File: src/rtl/core/ordered_key_value_table_defines.svh
// ----------------------------------------------------------------------------
// Ordered key-value table assertion macros
// Concurrent assertion wrappers; they expand to nothing in synthesis.
// ----------------------------------------------------------------------------
`ifndef ORDERED_KEY_VALUE_TABLE_DEFINES_SVH
`define ORDERED_KEY_VALUE_TABLE_DEFINES_SVH

`ifndef SYNTHESIS

// property must hold at every clock edge outside reset
`define OKVT_ASSERT(lbl, clk, rst_n, prop) \
	lbl: assert property (@(posedge clk) disable iff (!rst_n) prop) \
		else $error("okvt assertion failed");

// condition must never be true outside reset
`define OKVT_ASSERT_NEVER(lbl, clk, rst_n, cond) \
	lbl: assert property (@(posedge clk) disable iff (!rst_n) !(cond)) \
		else $error("okvt forbidden condition seen");

`else

`define OKVT_ASSERT(lbl, clk, rst_n, prop)
`define OKVT_ASSERT_NEVER(lbl, clk, rst_n, cond)

`endif

`endif

File: src/rtl/core/okvt_pkg.sv
// ----------------------------------------------------------------------------
// Ordered key-value table package
// Shared request/result types, command and status codes, control structs.
// ----------------------------------------------------------------------------
`default_nettype none

package okvt_pkg;

	// default sizing
	localparam int DEF_CAPACITY    = 16;
	localparam int DEF_KEY_WIDTH   = 32;
	localparam int DEF_VALUE_WIDTH = 32;

	// request commands
	localparam logic [2:0] CMD_LOOKUP = 3'd0;
	localparam logic [2:0] CMD_READ   = 3'd1;
	localparam logic [2:0] CMD_INSERT = 3'd2;
	localparam logic [2:0] CMD_UPDATE = 3'd3;
	localparam logic [2:0] CMD_UPSERT = 3'd4;
	localparam logic [2:0] CMD_ERASE  = 3'd5;

	// result status codes
	localparam logic [2:0] ST_OK        = 3'd0;
	localparam logic [2:0] ST_NOT_FOUND = 3'd1;
	localparam logic [2:0] ST_DUPLICATE = 3'd2;
	localparam logic [2:0] ST_FULL      = 3'd3;
	localparam logic [2:0] ST_POSITION  = 3'd4;

	// result key/value source
	typedef enum logic {
		SEL_REQ,
		SEL_MEM
	} out_sel_t;

	typedef struct packed {
		logic [2:0]  cmd;
		logic [31:0] key;
		logic [31:0] value;
		logic [3:0]  position;
	} req_t;

	typedef struct packed {
		logic        ok;
		logic [2:0]  status;
		logic [31:0] key_out;
		logic [31:0] value_out;
		logic [4:0]  count;
	} rsp_t;

	// controller -> datapath
	typedef struct packed {
		logic       load;
		logic       walk_init;
		logic       walk_from_hit;
		logic       walk_step;
		logic       shift;
		logic       pos_rd;
		logic       ins;
		logic       upd;
		logic       dec;
		logic       emit;
		logic       ok;
		logic [2:0] status;
		out_sel_t   sel;
	} ctl_cmd_t;

	// datapath -> controller
	typedef struct packed {
		logic [2:0] op;
		logic       hit;
		logic       walk_end;
		logic       full;
		logic       pos_ok;
	} ctl_sts_t;

endpackage

`default_nettype wire

File: src/rtl/core/okvt_ram.sv
// ----------------------------------------------------------------------------
// Generic RAM
// One write port, one read port with registered read data.
// ----------------------------------------------------------------------------
`default_nettype none

module okvt_ram #(
	parameter int WIDTH = 32,
	parameter int DEPTH = 16
) (
	input  wire logic                     clk,
	input  wire logic                     we,
	input  wire logic [$clog2(DEPTH)-1:0] waddr,
	input  wire logic [WIDTH-1:0]         wdata,
	input  wire logic                     re,
	input  wire logic [$clog2(DEPTH)-1:0] raddr,
	output logic      [WIDTH-1:0]         rdata
);

	logic [WIDTH-1:0] mem_q [DEPTH];

	// write port
	always_ff @(posedge clk) begin
		if (we) begin
			mem_q[waddr] <= wdata;
		end
	end

	// registered read, data held while re is low
	always_ff @(posedge clk) begin
		if (re) begin
			rdata <= mem_q[raddr];
		end
	end

endmodule

`default_nettype wire

File: src/rtl/core/okvt_dp.sv
// ----------------------------------------------------------------------------
// Ordered key-value table datapath
// Request registers, key/value RAMs, walk counter, entry count, result reg.
// ----------------------------------------------------------------------------
`default_nettype none

`include "ordered_key_value_table_defines.svh"

module okvt_dp #(
	parameter int CAPACITY    = okvt_pkg::DEF_CAPACITY,
	parameter int KEY_WIDTH   = okvt_pkg::DEF_KEY_WIDTH,
	parameter int VALUE_WIDTH = okvt_pkg::DEF_VALUE_WIDTH
) (
	input  wire logic              clk,
	input  wire logic              arst_n,
	input  wire okvt_pkg::req_t    req,
	input  wire okvt_pkg::ctl_cmd_t cmd,
	output okvt_pkg::ctl_sts_t     sts,
	output logic                   done,
	output okvt_pkg::rsp_t         rsp
);

	localparam int IDX_W = $clog2(CAPACITY);
	localparam int CNT_W = $clog2(CAPACITY + 1);

	// latched request
	logic [2:0]             op_q;
	logic [KEY_WIDTH-1:0]   key_q;
	logic [VALUE_WIDTH-1:0] value_q;
	logic [3:0]             pos_q;

	// table state and walk
	logic [CNT_W-1:0] count_q;
	logic [CNT_W-1:0] issue_q;
	logic             chk_vld_q;
	logic [IDX_W-1:0] chk_idx_q;

	// result register
	logic           done_q;
	okvt_pkg::rsp_t rsp_q;

	// memory ports
	logic                   rd_en;
	logic [IDX_W-1:0]       rd_addr;
	logic                   key_we;
	logic [IDX_W-1:0]       key_waddr;
	logic [KEY_WIDTH-1:0]   key_wdata;
	logic [KEY_WIDTH-1:0]   key_rdata;
	logic                   val_we;
	logic [IDX_W-1:0]       val_waddr;
	logic [VALUE_WIDTH-1:0] val_wdata;
	logic [VALUE_WIDTH-1:0] val_rdata;

	// helpers
	logic [63:0]        req_key_ext;
	logic [63:0]        req_val_ext;
	logic [63:0]        mem_key_ext;
	logic [63:0]        mem_val_ext;
	logic [63:0]        key_q_ext;
	logic [IDX_W+3:0]   pos_ext;
	logic [IDX_W-1:0]   pos_idx;
	logic [IDX_W-1:0]   tail_idx;
	logic [IDX_W-1:0]   shift_dst;
	logic [CNT_W+4:0]   cnt_ext;
	logic               issue_live;
	logic               shift_wr;

	assign req_key_ext = 64'(req.key);
	assign req_val_ext = 64'(req.value);
	assign mem_key_ext = 64'(key_rdata);
	assign mem_val_ext = 64'(val_rdata);
	assign key_q_ext   = 64'(key_q);
	assign pos_ext     = (IDX_W + 4)'(pos_q);
	assign pos_idx     = pos_ext[IDX_W-1:0];
	assign tail_idx    = count_q[IDX_W-1:0];
	assign shift_dst   = chk_idx_q - IDX_W'(1);
	assign cnt_ext     = (CNT_W + 5)'(count_q);
	assign issue_live  = issue_q < count_q;
	assign shift_wr    = cmd.walk_step & cmd.shift & chk_vld_q;

	// status to controller
	assign sts.op       = op_q;
	assign sts.hit      = chk_vld_q && (key_rdata == key_q);
	assign sts.walk_end = !chk_vld_q && !issue_live;
	assign sts.full     = count_q >= CNT_W'(CAPACITY);
	assign sts.pos_ok   = 16'(pos_q) < 16'(count_q);

	// read port shared by both RAMs
	assign rd_en   = cmd.pos_rd | (cmd.walk_step & issue_live);
	assign rd_addr = cmd.pos_rd ? pos_idx : issue_q[IDX_W-1:0];

	// key RAM write: append at tail or compaction move
	assign key_we    = cmd.ins | shift_wr;
	assign key_waddr = cmd.ins ? tail_idx : shift_dst;
	assign key_wdata = cmd.ins ? key_q : key_rdata;

	// value RAM write: append, in-place update or compaction move
	always_comb begin
		val_we    = cmd.ins | cmd.upd | shift_wr;
		val_waddr = shift_dst;
		val_wdata = val_rdata;
		if (cmd.ins) begin
			val_waddr = tail_idx;
			val_wdata = value_q;
		end else if (cmd.upd) begin
			val_waddr = chk_idx_q;
			val_wdata = value_q;
		end
	end

	okvt_ram #(
		.WIDTH(KEY_WIDTH),
		.DEPTH(CAPACITY)
	) u_key_ram (
		.clk  (clk),
		.we   (key_we),
		.waddr(key_waddr),
		.wdata(key_wdata),
		.re   (rd_en),
		.raddr(rd_addr),
		.rdata(key_rdata)
	);

	okvt_ram #(
		.WIDTH(VALUE_WIDTH),
		.DEPTH(CAPACITY)
	) u_val_ram (
		.clk  (clk),
		.we   (val_we),
		.waddr(val_waddr),
		.wdata(val_wdata),
		.re   (rd_en),
		.raddr(rd_addr),
		.rdata(val_rdata)
	);

	// request capture, keys and values masked to storage width
	always_ff @(posedge clk) begin
		if (cmd.load) begin
			op_q    <= req.cmd;
			key_q   <= req_key_ext[KEY_WIDTH-1:0];
			value_q <= req_val_ext[VALUE_WIDTH-1:0];
			pos_q   <= req.position;
		end
	end

	// entry count, walk control and result strobe
	always_ff @(posedge clk or negedge arst_n) begin
		if (!arst_n) begin
			count_q   <= '0;
			issue_q   <= '0;
			chk_vld_q <= 1'b0;
			done_q    <= 1'b0;
		end else begin
			done_q <= cmd.emit;
			if (cmd.ins) begin
				count_q <= count_q + CNT_W'(1);
			end else if (cmd.dec) begin
				count_q <= count_q - CNT_W'(1);
			end
			if (cmd.walk_init) begin
				chk_vld_q <= 1'b0;
				issue_q   <= cmd.walk_from_hit ? CNT_W'(chk_idx_q) + CNT_W'(1) : '0;
			end else if (cmd.walk_step) begin
				chk_vld_q <= issue_live;
				if (issue_live) begin
					issue_q <= issue_q + CNT_W'(1);
				end
			end
		end
	end

	// index of the entry whose read data is being checked
	always_ff @(posedge clk) begin
		if (cmd.walk_step && issue_live) begin
			chk_idx_q <= issue_q[IDX_W-1:0];
		end
	end

	// result register
	always_ff @(posedge clk) begin
		if (cmd.emit) begin
			rsp_q.ok     <= cmd.ok;
			rsp_q.status <= cmd.status;
			rsp_q.count  <= cnt_ext[4:0];
			if (cmd.sel == okvt_pkg::SEL_MEM) begin
				rsp_q.key_out   <= mem_key_ext[31:0];
				rsp_q.value_out <= mem_val_ext[31:0];
			end else begin
				rsp_q.key_out   <= key_q_ext[31:0];
				rsp_q.value_out <= '0;
			end
		end
	end

	assign done = done_q;
	assign rsp  = rsp_q;

	`OKVT_ASSERT(a_count_bound, clk, arst_n, count_q <= CNT_W'(CAPACITY))
	`OKVT_ASSERT(a_ins_room, clk, arst_n, cmd.ins |-> (count_q < CNT_W'(CAPACITY)))
	`OKVT_ASSERT(a_shift_dst, clk, arst_n, shift_wr |-> (chk_idx_q != '0))
	`OKVT_ASSERT(a_count_hold, clk, arst_n, (!cmd.ins && !cmd.dec) |=> $stable(count_q))
	`OKVT_ASSERT_NEVER(a_wr_excl, clk, arst_n, (cmd.ins && cmd.upd) || (cmd.ins && shift_wr))

endmodule

`default_nettype wire

File: src/rtl/core/okvt_ctrl.sv
// ----------------------------------------------------------------------------
// Ordered key-value table controller
// Sequences search, compaction and result emission for one request.
// ----------------------------------------------------------------------------
`default_nettype none

module okvt_ctrl (
	input  wire logic               clk,
	input  wire logic               arst_n,
	input  wire logic               start,
	output logic                    busy,
	input  wire okvt_pkg::ctl_sts_t sts,
	output okvt_pkg::ctl_cmd_t      cmd
);

	typedef enum logic [1:0] {
		S_IDLE,
		S_SEARCH,
		S_SHIFT,
		S_DONE
	} state_t;

	state_t              state_q, state_d;
	logic                ok_q, ok_d;
	logic [2:0]          status_q, status_d;
	okvt_pkg::out_sel_t  sel_q, sel_d;

	// next state and datapath commands
	always_comb begin
		state_d  = state_q;
		ok_d     = ok_q;
		status_d = status_q;
		sel_d    = sel_q;
		cmd      = '0;
		case (state_q)
			S_IDLE: begin
				if (start) begin
					cmd.load      = 1'b1;
					cmd.walk_init = 1'b1;
					state_d       = S_SEARCH;
				end
			end
			S_SEARCH: begin
				ok_d     = 1'b0;
				status_d = okvt_pkg::ST_NOT_FOUND;
				sel_d    = okvt_pkg::SEL_REQ;
				case (sts.op)
					okvt_pkg::CMD_READ: begin
						cmd.pos_rd = sts.pos_ok;
						state_d    = S_DONE;
						if (sts.pos_ok) begin
							ok_d     = 1'b1;
							status_d = okvt_pkg::ST_OK;
							sel_d    = okvt_pkg::SEL_MEM;
						end else begin
							status_d = okvt_pkg::ST_POSITION;
						end
					end
					okvt_pkg::CMD_LOOKUP, okvt_pkg::CMD_INSERT, okvt_pkg::CMD_UPDATE,
					okvt_pkg::CMD_UPSERT, okvt_pkg::CMD_ERASE: begin
						if (sts.hit) begin
							// key found at the checked index
							state_d = S_DONE;
							case (sts.op)
								okvt_pkg::CMD_LOOKUP: begin
									ok_d     = 1'b1;
									status_d = okvt_pkg::ST_OK;
									sel_d    = okvt_pkg::SEL_MEM;
								end
								okvt_pkg::CMD_INSERT: begin
									status_d = okvt_pkg::ST_DUPLICATE;
								end
								okvt_pkg::CMD_UPDATE, okvt_pkg::CMD_UPSERT: begin
									cmd.upd  = 1'b1;
									ok_d     = 1'b1;
									status_d = okvt_pkg::ST_OK;
								end
								okvt_pkg::CMD_ERASE: begin
									cmd.walk_init     = 1'b1;
									cmd.walk_from_hit = 1'b1;
									state_d           = S_SHIFT;
								end
								default: begin
									state_d = S_DONE;
								end
							endcase
						end else if (sts.walk_end) begin
							// key absent
							state_d = S_DONE;
							if (sts.op inside {okvt_pkg::CMD_INSERT, okvt_pkg::CMD_UPSERT}) begin
								if (sts.full) begin
									status_d = okvt_pkg::ST_FULL;
								end else begin
									cmd.ins  = 1'b1;
									ok_d     = 1'b1;
									status_d = okvt_pkg::ST_OK;
								end
							end
						end else begin
							cmd.walk_step = 1'b1;
						end
					end
					default: begin
						state_d = S_DONE;
					end
				endcase
			end
			S_SHIFT: begin
				// close the gap one entry per cycle
				cmd.shift = 1'b1;
				if (sts.walk_end) begin
					cmd.dec  = 1'b1;
					ok_d     = 1'b1;
					status_d = okvt_pkg::ST_OK;
					sel_d    = okvt_pkg::SEL_REQ;
					state_d  = S_DONE;
				end else begin
					cmd.walk_step = 1'b1;
				end
			end
			S_DONE: begin
				cmd.emit   = 1'b1;
				cmd.ok     = ok_q;
				cmd.status = status_q;
				cmd.sel    = sel_q;
				state_d    = S_IDLE;
			end
			default: begin
				state_d = S_IDLE;
			end
		endcase
	end

	// state and held result code
	always_ff @(posedge clk or negedge arst_n) begin
		if (!arst_n) begin
			state_q  <= S_IDLE;
			ok_q     <= 1'b0;
			status_q <= okvt_pkg::ST_OK;
			sel_q    <= okvt_pkg::SEL_REQ;
		end else begin
			state_q  <= state_d;
			ok_q     <= ok_d;
			status_q <= status_d;
			sel_q    <= sel_d;
		end
	end

	assign busy = (state_q != S_IDLE);

endmodule

`default_nettype wire

File: src/rtl/core/ordered_key_value_table.sv
// Lookup, insert, update, upsert and erase search the entries in order from the first;
// read by position reads its entry directly. Erase then moves each later entry down one place.
// One request at a time; busy falls as the result strobe shows; results cannot be stalled.
// Reset (arst_n low) empties the table at once; RAM contents are not cleared.
// ----------------------------------------------------------------------------
// Ordered key-value table
// Bounded insertion-ordered map: lookup, read by position, insert, update,
// insert-or-update and erase with gap compaction.
// ----------------------------------------------------------------------------
`default_nettype none

module ordered_key_value_table #(
	parameter int CAPACITY    = okvt_pkg::DEF_CAPACITY,
	parameter int KEY_WIDTH   = okvt_pkg::DEF_KEY_WIDTH,
	parameter int VALUE_WIDTH = okvt_pkg::DEF_VALUE_WIDTH
) (
	input  wire logic           clk,
	input  wire logic           arst_n,
	input  wire logic           start,
	output logic                busy,
	input  wire okvt_pkg::req_t req,
	output logic                done,
	output okvt_pkg::rsp_t      rsp
);

	okvt_pkg::ctl_cmd_t cmd;
	okvt_pkg::ctl_sts_t sts;

	// sequencing
	okvt_ctrl u_ctrl (
		.clk   (clk),
		.arst_n(arst_n),
		.start (start),
		.busy  (busy),
		.sts   (sts),
		.cmd   (cmd)
	);

	// storage and result
	okvt_dp #(
		.CAPACITY   (CAPACITY),
		.KEY_WIDTH  (KEY_WIDTH),
		.VALUE_WIDTH(VALUE_WIDTH)
	) u_dp (
		.clk   (clk),
		.arst_n(arst_n),
		.req   (req),
		.cmd   (cmd),
		.sts   (sts),
		.done  (done),
		.rsp   (rsp)
	);

endmodule

`default_nettype wire

File: config.mk
export PLATFORM = sky130hd
export DESIGN_NAME = ordered_key_value_table
export DESIGN_NICKNAME = d
export VERILOG_FILES = /design/src/rtl/core/okvt_pkg.sv /design/src/rtl/core/okvt_ram.sv /design/src/rtl/core/okvt_dp.sv /design/src/rtl/core/okvt_ctrl.sv /design/src/rtl/core/ordered_key_value_table.sv
export VERILOG_INCLUDE_DIRS = /design/src /design/src/rtl/core
export SDC_FILE = /design/constraint.sdc
export NUM_CORES = 2
export LEC_CHECK = 0
export BUFFER_PORTS_ARGS = -buffer_cell sky130_fd_sc_hd__buf_2
export CORE_MARGIN = 2
export CORE_UTILIZATION = 55
export CTS_CLUSTER_SIZE = 40
export DETAILED_ROUTE_END_ITERATION = 8
export PLACE_DENSITY = 0.73
export SLEW_MARGIN = 10
export SYNTH_ARGS = -nofsm -noshare
export SYNTH_HDL_FRONTEND = slang
export SYNTH_SLANG_ARGS = --single-unit
File: constraint.sdc
create_clock -name clk -period 13.5 [get_ports clk]
set_clock_uncertainty 0.2 [all_clocks]
set_input_delay 1.35 -clock clk [delete_from_list [all_inputs] [get_ports clk]]
set_output_delay 1.35 -clock clk [all_outputs]
set_load 0.02 [all_outputs]
======== Word level (Yosys, flattened, before mapping) ========
Memories as Yosys holds them, arrays and structs flattened. A register that Yosys moved wholly into a read port is not among the register bits.
Cells that the tools add are included.
word-level totals
  flip-flop bits (word level) ............. 167
  bits in latches ......................... 0
  memory bits (writable) .................. 1024
  ROM bits ................................ 0
  input port bits ......................... 74
  output and inout port bits .............. 75
  word-level logic and storage cells ...... 133
  memories kept ........................... 2
memory list
  memory                depth  width  rd ports  clocked after Yosys merged registers in  write ports  line            source
  u_dp.u_key_ram.mem_q  16     32     1         1                                        1            okvt_ram.sv:20  logic [WIDTH-1:0] mem_q [DEPTH];
  u_dp.u_val_ram.mem_q  16     32     1         1                                        1            okvt_ram.sv:20
operators by class
  $add $sub $neg .......................... 5
  multipliers ............................. 0
  divide/modulo/power cells ............... 0
  $lt $le $gt $ge ......................... 3
  eq/ne operators ......................... 11
  shifts and indexed selects .............. 0
  multiplexer cells ....................... 69
  bitwise operators ....................... 7
  reduce and logical (&&, ||, !) cells .... 18
operators by type and width
  kind                                               count
  two-way mux 32 bit                                 3
  two-way mux 64 bit                                 1
  == test 32 bit                                     1
  two-way mux 5 bit                                  6
  two-way mux 1 bit                                  28
  two-way mux 2 bit                                  10
  two-way mux 3 bit                                  6
  two-way mux 4 bit                                  4
  case mux 1 bit (2 select lines)                    6
  case mux 3 bit (2 select lines)                    2
  nonzero test 2 bit                                 6
  adder 5 x 1 -> 5 bit (second input constant)       2
  case mux 2 bit (4 select lines)                    1
  == test 3 x 2 -> 1 bit (second input constant)     2
  == test 3 bit (second input constant)              2
  two-way mux 6 bit                                  1
  adder 4 x 1 -> 5 bit (second input constant)       1
  >= comparator 5 bit (second input constant)        1
  < comparator 4 x 5 -> 1 bit                        1
  < comparator 5 bit                                 1
  OR reduction 5 bit                                 1
  subtractor 5 x 1 -> 5 bit (second input constant)  1
  == test 2 bit (second input constant)              2
  != test 2 bit (second input constant)              2
  13 further kinds                                   22

======== Depth between registers and ports, before layout ========
  word-level depth ........................ 12
  mapped depth ............................ 16

======== Modules after synthesis ========
Synthesis repeated with hierarchy kept, for this count alone.
unflattened totals
  cell total of the unflattened synthesis .. 2229
  area total of the unflattened synthesis .. 48318.8 um^2
modules (own cells, without submodules)
  module     instances  cells an instance  area an instance (um^2)
  okvt_ram   2          838                20155.6
  okvt_dp    1          464                7272.0
  okvt_ctrl  1          89                 735.7

======== Worst setup path before layout ========
Ideal clock, no wire load.
  kind .................................... input-to-reg
  start ................................... in start
  end ..................................... reg u_dp.issue_q[1]
  setup time .............................. 0.121 ns
  arrival time ............................ 5.041 ns
  required time ........................... 13.179 ns
  path slack .............................. 8.139 ns
  cell stages on the path ................. 4
  path buffers ............................ 0
  cell sequence ........................... inv_1 -> nor2_1 -> nor3_1 -> a21o_1
between the ends
  cells in the longest elaborated chain, start to end .. 4
ends and longest elaborated chain
  item                               line                           source
  from (decl)                        ordered_key_value_table.sv:19  input wire logic start,
  two-way mux 2 bit *                okvt_ctrl.sv:37                if (start) begin
  case mux 1 bit (2 select lines) *  okvt_ctrl.sv:35                case (state_q)
  nonzero test 2 bit (no line)       --
  AND reduction 2 bit (no line)      --
  to (signal assigned)               okvt_dp.sv:163                 issue_q <= cmd.walk_from_hit ? CNT_W'(chk_idx_q) + CNT_W'(1) : '0;
  to (signal assigned)               okvt_dp.sv:167                 issue_q <= issue_q + CNT_W'(1);
  to (decl)                          okvt_dp.sv:34                  logic [CNT_W-1:0] issue_q;
Every way passes the cells marked *; elsewhere a longest branch is shown, timed or not.
A chain may end at the register's enable or synchronous reset.

======== Worst setup path in the final report ========
  start ................................... reg u_ctrl.state_q[1]
  end ..................................... reg u_dp.u_val_ram.rdata[30], read port of u_dp.u_val_ram.mem_q, data pin
between the ends
  cells in the longest elaborated chain, start to end .. 4
ends and longest elaborated chain
  item                                                            line              source
  from (decl)                                                     okvt_ctrl.sv:23   state_t state_q, state_d;
  from (signal assigned)                                          okvt_ctrl.sv:142  state_q <= state_d;
  == test 2 bit / == test 2 x 1 -> 1 bit (equally long branches)  okvt_ctrl.sv:35
  case mux 1 bit (2 select lines)                                 okvt_ctrl.sv:35
  bitwise AND 1 bit                                               okvt_dp.sv:89     assign rd_en = cmd.pos_rd | (cmd.walk_step & issue_live);
  OR 1 bit                                                        okvt_dp.sv:89
  to (decl)                                                       okvt_ram.sv:17    output logic [WIDTH-1:0] rdata
Several ways; a longest one is shown, not always the timed one.

==> impl_metrics.py <==
metrics = {
    "sta": {
        "hold_violations": 0,
        "holdWs_ns": 0.368,
        "setup_viol": 0,
        "slew_headroom_pct": 20.6,
        "post-route-period-util_pct": 40.2,
        "worst_slew_pin_slew_ns": 1.19,
        "fin_crit_ns": 5.43,
        "setup_slack_ns": 8.07,
        "drv_slew": 0,
        "setup_tns_ns": 0,
        "rsz0062_at_grt": "no",
        "clock.fmax_mhz": 184,
    },
    "clocking": {
        "clkSinkCount": 1255,
        "numCtsBuffers": 116,
        "cts_root_buf": "clkbuf_16",
        "path_clk_slew_ns": 0.06,
        "cts.repair.resized": 0,
        "htreeDepth": 3,
        "clkLatencyLatePin_ns": 0.70,
        "cts_buffer_depth": 3,
        "post_cts_buffers": 0,
        "cts_hold_buf": 0,
        "cts_tree": "yes",
    },
    "worst_setup_path": {
        "r2r_setup_slack_ns": 8.07,
        "critPathLaunchType": "flop",
        "worstSetupPathType": "reg -> reg",
        "required_ns": 13.73,
        "cp_max_fo": 78,
        "cp.arrival_ns": 5.67,
        "reg2reg_depth": 11,
        "end_kind": "flop",
        "worstReg2RegStart": "u_ctrl.state_q[1]$_DFFE_PN0P_",
        "reg2reg_to": "u_dp.u_val_ram.rdata[30]$_DFFE_PP_",
    },
    "detailed_routing": {
        "ant_nets": 0,
        "vias": 24200,
        "drtIter0Drc": 3141,
        "wire_per_inst_um": 29.8,
        "dr.pass1.iters": 5,
        "wl_um": 112000,
        "routed_via_density": 6.42,
        "drc": 0,
    },
    "synthesis": {
        "syn_nets": 2414,
        "yosysTopAreaCellShare_pct": 76.7,
        "synthCells": 2321,
        "synth_top_flop_cell": "edfxtp_1",
        "yosysUniqueCellTypes": 56,
        "netlist_area_um2": 48400,
        "synth_top_area_cell": "edfxtp_1",
        "async_flop_share_pct": 1.51,
        "ys_warn_count": 0,
        "syn_area_per_cell_um2": 20.8,
        "ys_seq_elements": 1255,
        "synth_edf_count": 1236,
        "synth_area_leaders": "edfxtp_1, mux4_2, a22oi_1",
        "yosysSeqAreaShare_pct": 77.7,
    },
    "power": {
        "p_switching_w": 0.00347,
        "pwr-share-comb_pct": 24.4,
        "p_clk_share_pct": 27.5,
        "ir_drop_v": 0.000198,
        "power.share.switching_pct": 30.2,
        "p_int_w": 0.00802,
        "p_seq_share_pct": 48.1,
        "power_density_nw_per_um2": 211,
        "total_leakage_power_nw": 17.7,
    },
    "placed_design": {
        "io_buffers": 148,
        "dpl_worst_slack_ns": 8.14,
        "gp_congestion": 0.836,
        "place_area_um2": 50800,
        "hpwl_um": 58200,
    },
    "global_routing": {
        "grt_pass1_vias": 24600,
        "globalRoute.totalOverflow": 0,
        "grt_max_degree": 121,
        "antenna_found_initial": 2,
        "grt_pass1_wl_um": 163000,
        "grt_use_total_pct": 25.1,
    },
    "worst_hold_path": {
        "whs_path_depth": 0,
        "holdCritStartpoint": "u_dp.count_q[2]$_DFFE_PN0P_",
        "hold_end": "u_dp.rsp[2]$_DFFE_PP_",
        "hold_class": "reg -> reg",
    },
    "cells_and_area": {
        "fillCellCount": 5678,
        "fin_area_um2": 54400,
        "drive_above_1_share_pct": 27.0,
        "fin_nets": 2615,
        "synthToLayoutAreaGrowth_pct": 12.5,
        "diodes": 0,
    },
    "die": {
        "initial_core_util_pct": 55.7,
        "pin_count": 149,
        "fp.coreArea_um2": 86900,
        "die_area_um2": 90300,
        "die_w_um": 301,
        "rows": 108,
        "fp.dieH_um": 301,
    },
    "status": {
        "outcome": "complete, no violations",
    },
    "flow_run": {
        "cap_violations": 0,
    },
}
cell families after synthesis:
kind of cell	Yosys count	share of synthesized area, %
compound gates	206	3.05
flops	1255	77.7
xor+xnor	44	0.797
mux	327	13.6
buf+inv	134	1.27
fa+ha+maj	19	0.507
simple gates	336	3.08
worst max path at each step:
stage / startpoint / endpoint / slack (ns) / cells past startpoint
2_1_floorplan: start / u_dp.issue_q[1]$_DFFE_PN0P_ / 8.14 / 4
3_3_place_gp: u_dp.key_q[27]$_DFFE_PP_ / u_dp.u_val_ram.mem_q[8][24]$_DFFE_PP_ / 8.22 / 9
3_5_place_dp: u_ctrl.state_q[1]$_DFFE_PN0P_ / u_dp.u_val_ram.rdata[22]$_DFFE_PP_ / 8.14 / 11
4_1_cts: u_ctrl.state_q[1]$_DFFE_PN0P_ / u_dp.u_val_ram.rdata[22]$_DFFE_PP_ / 8.12 / 11
5_1_grt: u_ctrl.state_q[1]$_DFFE_PN0P_ / u_dp.u_val_ram.rdata[16]$_DFFE_PP_ / 7.82 / 11
6_report: u_ctrl.state_q[1]$_DFFE_PN0P_ / u_dp.u_val_ram.rdata[30]$_DFFE_PP_ / 8.07 / 11
per-stage QoR:
step,utilization (%),cells,total power [W]
CTS,62.6,3774,0.0115
global route,62.6,3774,0.0119
global placement,58.4,3559,0.00829
floorplan,-,2321,0.00745
finish,62.6,3774,0.0115
detailed placement,58.4,3559,0.00839
cell usage after synthesis, types with 4 or more instances:
library cell,instances
a21o_1,7
a21oi_1,19
a22oi_1,129
a31oi_1,7
and2_1,4
and3_1,34
buf_1,6
buf_2,9
buf_4,27
clkbuf_1,70
dfrtp_1,19
edfxtp_1,1236
ha_1,18
inv_1,18
inv_2,4
mux2_1,35
mux2_2,32
mux2i_1,4
mux4_2,256
nand2_1,192
nand2b_1,5
nand3_1,14
nand4_1,10
nor2_1,49
nor2b_1,4
nor3_1,9
o21ai_0,9
o21ai_1,7
o22ai_1,5
o31ai_1,4
xnor2_1,39
xor2_1,5
power groups by stage:
stage               combinational, W  clock, W  sequential [W]
floorplan                    0.00191         0         0.00554
global placement             0.00270         0         0.00559
detailed placement           0.00280         0         0.00560
CTS                          0.00281   0.00320         0.00552
global route                 0.00302   0.00335         0.00555
finish                       0.00281   0.00316         0.00553
worst max-delay path, stage by stage (launching register included):
cell and delay (ns):
dfrtp_1 0.47, inv_1 0.11, ha_1 0.32, nand2b_1 0.23, nor3_2 0.33, nand3_1 0.18
nand3_4 0.48, buf_4 0.96, buf_4 1.01, mux4_2 0.43, a22oi_1 0.22, nand2_1 0.09
cell type report:
| type | count | area (µm²) | area share, % |
|---|---|---|---|
| Multi-Input combinational cell | 932 | 10500 | 19.3 |
| Inverter | 22 | 82.6 | 0.152 |
| Tap cell | 1155 | 1450 | 2.66 |
| Timing Repair Buffer | 195 | 1120 | 2.06 |
| Sequential cell | 1255 | 37600 | 69.1 |
| Clock buffer | 136 | 3020 | 5.55 |
| Clock inverter | 79 | 648 | 1.19 |
sequential cells by signal, indices dropped and copies added, names as in the netlist, 3 cells and up:
signal                count
u_ctrl.status_q           3
u_dp.chk_idx_q            4
u_dp.count_q              5
u_dp.issue_q              5
u_dp.key_q               32
u_dp.op_q                 3
u_dp.pos_idx              4
u_dp.rsp                 73
u_dp.u_key_ram.mem_q    512
u_dp.u_key_ram.rdata     32
u_dp.u_val_ram.mem_q    512
u_dp.u_val_ram.rdata     32
u_dp.value_q             32
layout by cell type (no fill, tap or decap), types with 32 or more instances in the layout:
cell          n
buf_2       148
nor2_4       33
mux2_2       32
mux4_2      256
edfxtp_1   1236
xnor2_1      39
nand2_1     189
a22oi_1     129
buf_4        45
mux2_1       35
and3_1       34
clkbuf_16   118
layer usage:
metal  global-route usage (%)  routed length (µm)  vias to the layer above
li1                         -                   -                     9951
met1                     34.9               42100                    12600
met2                     40.2               55400                     1454
met3                     5.08               11600                      198
met4                     8.67                3320                        0
met5                        0                   0                        -
(Power assumes the default switching activity.)
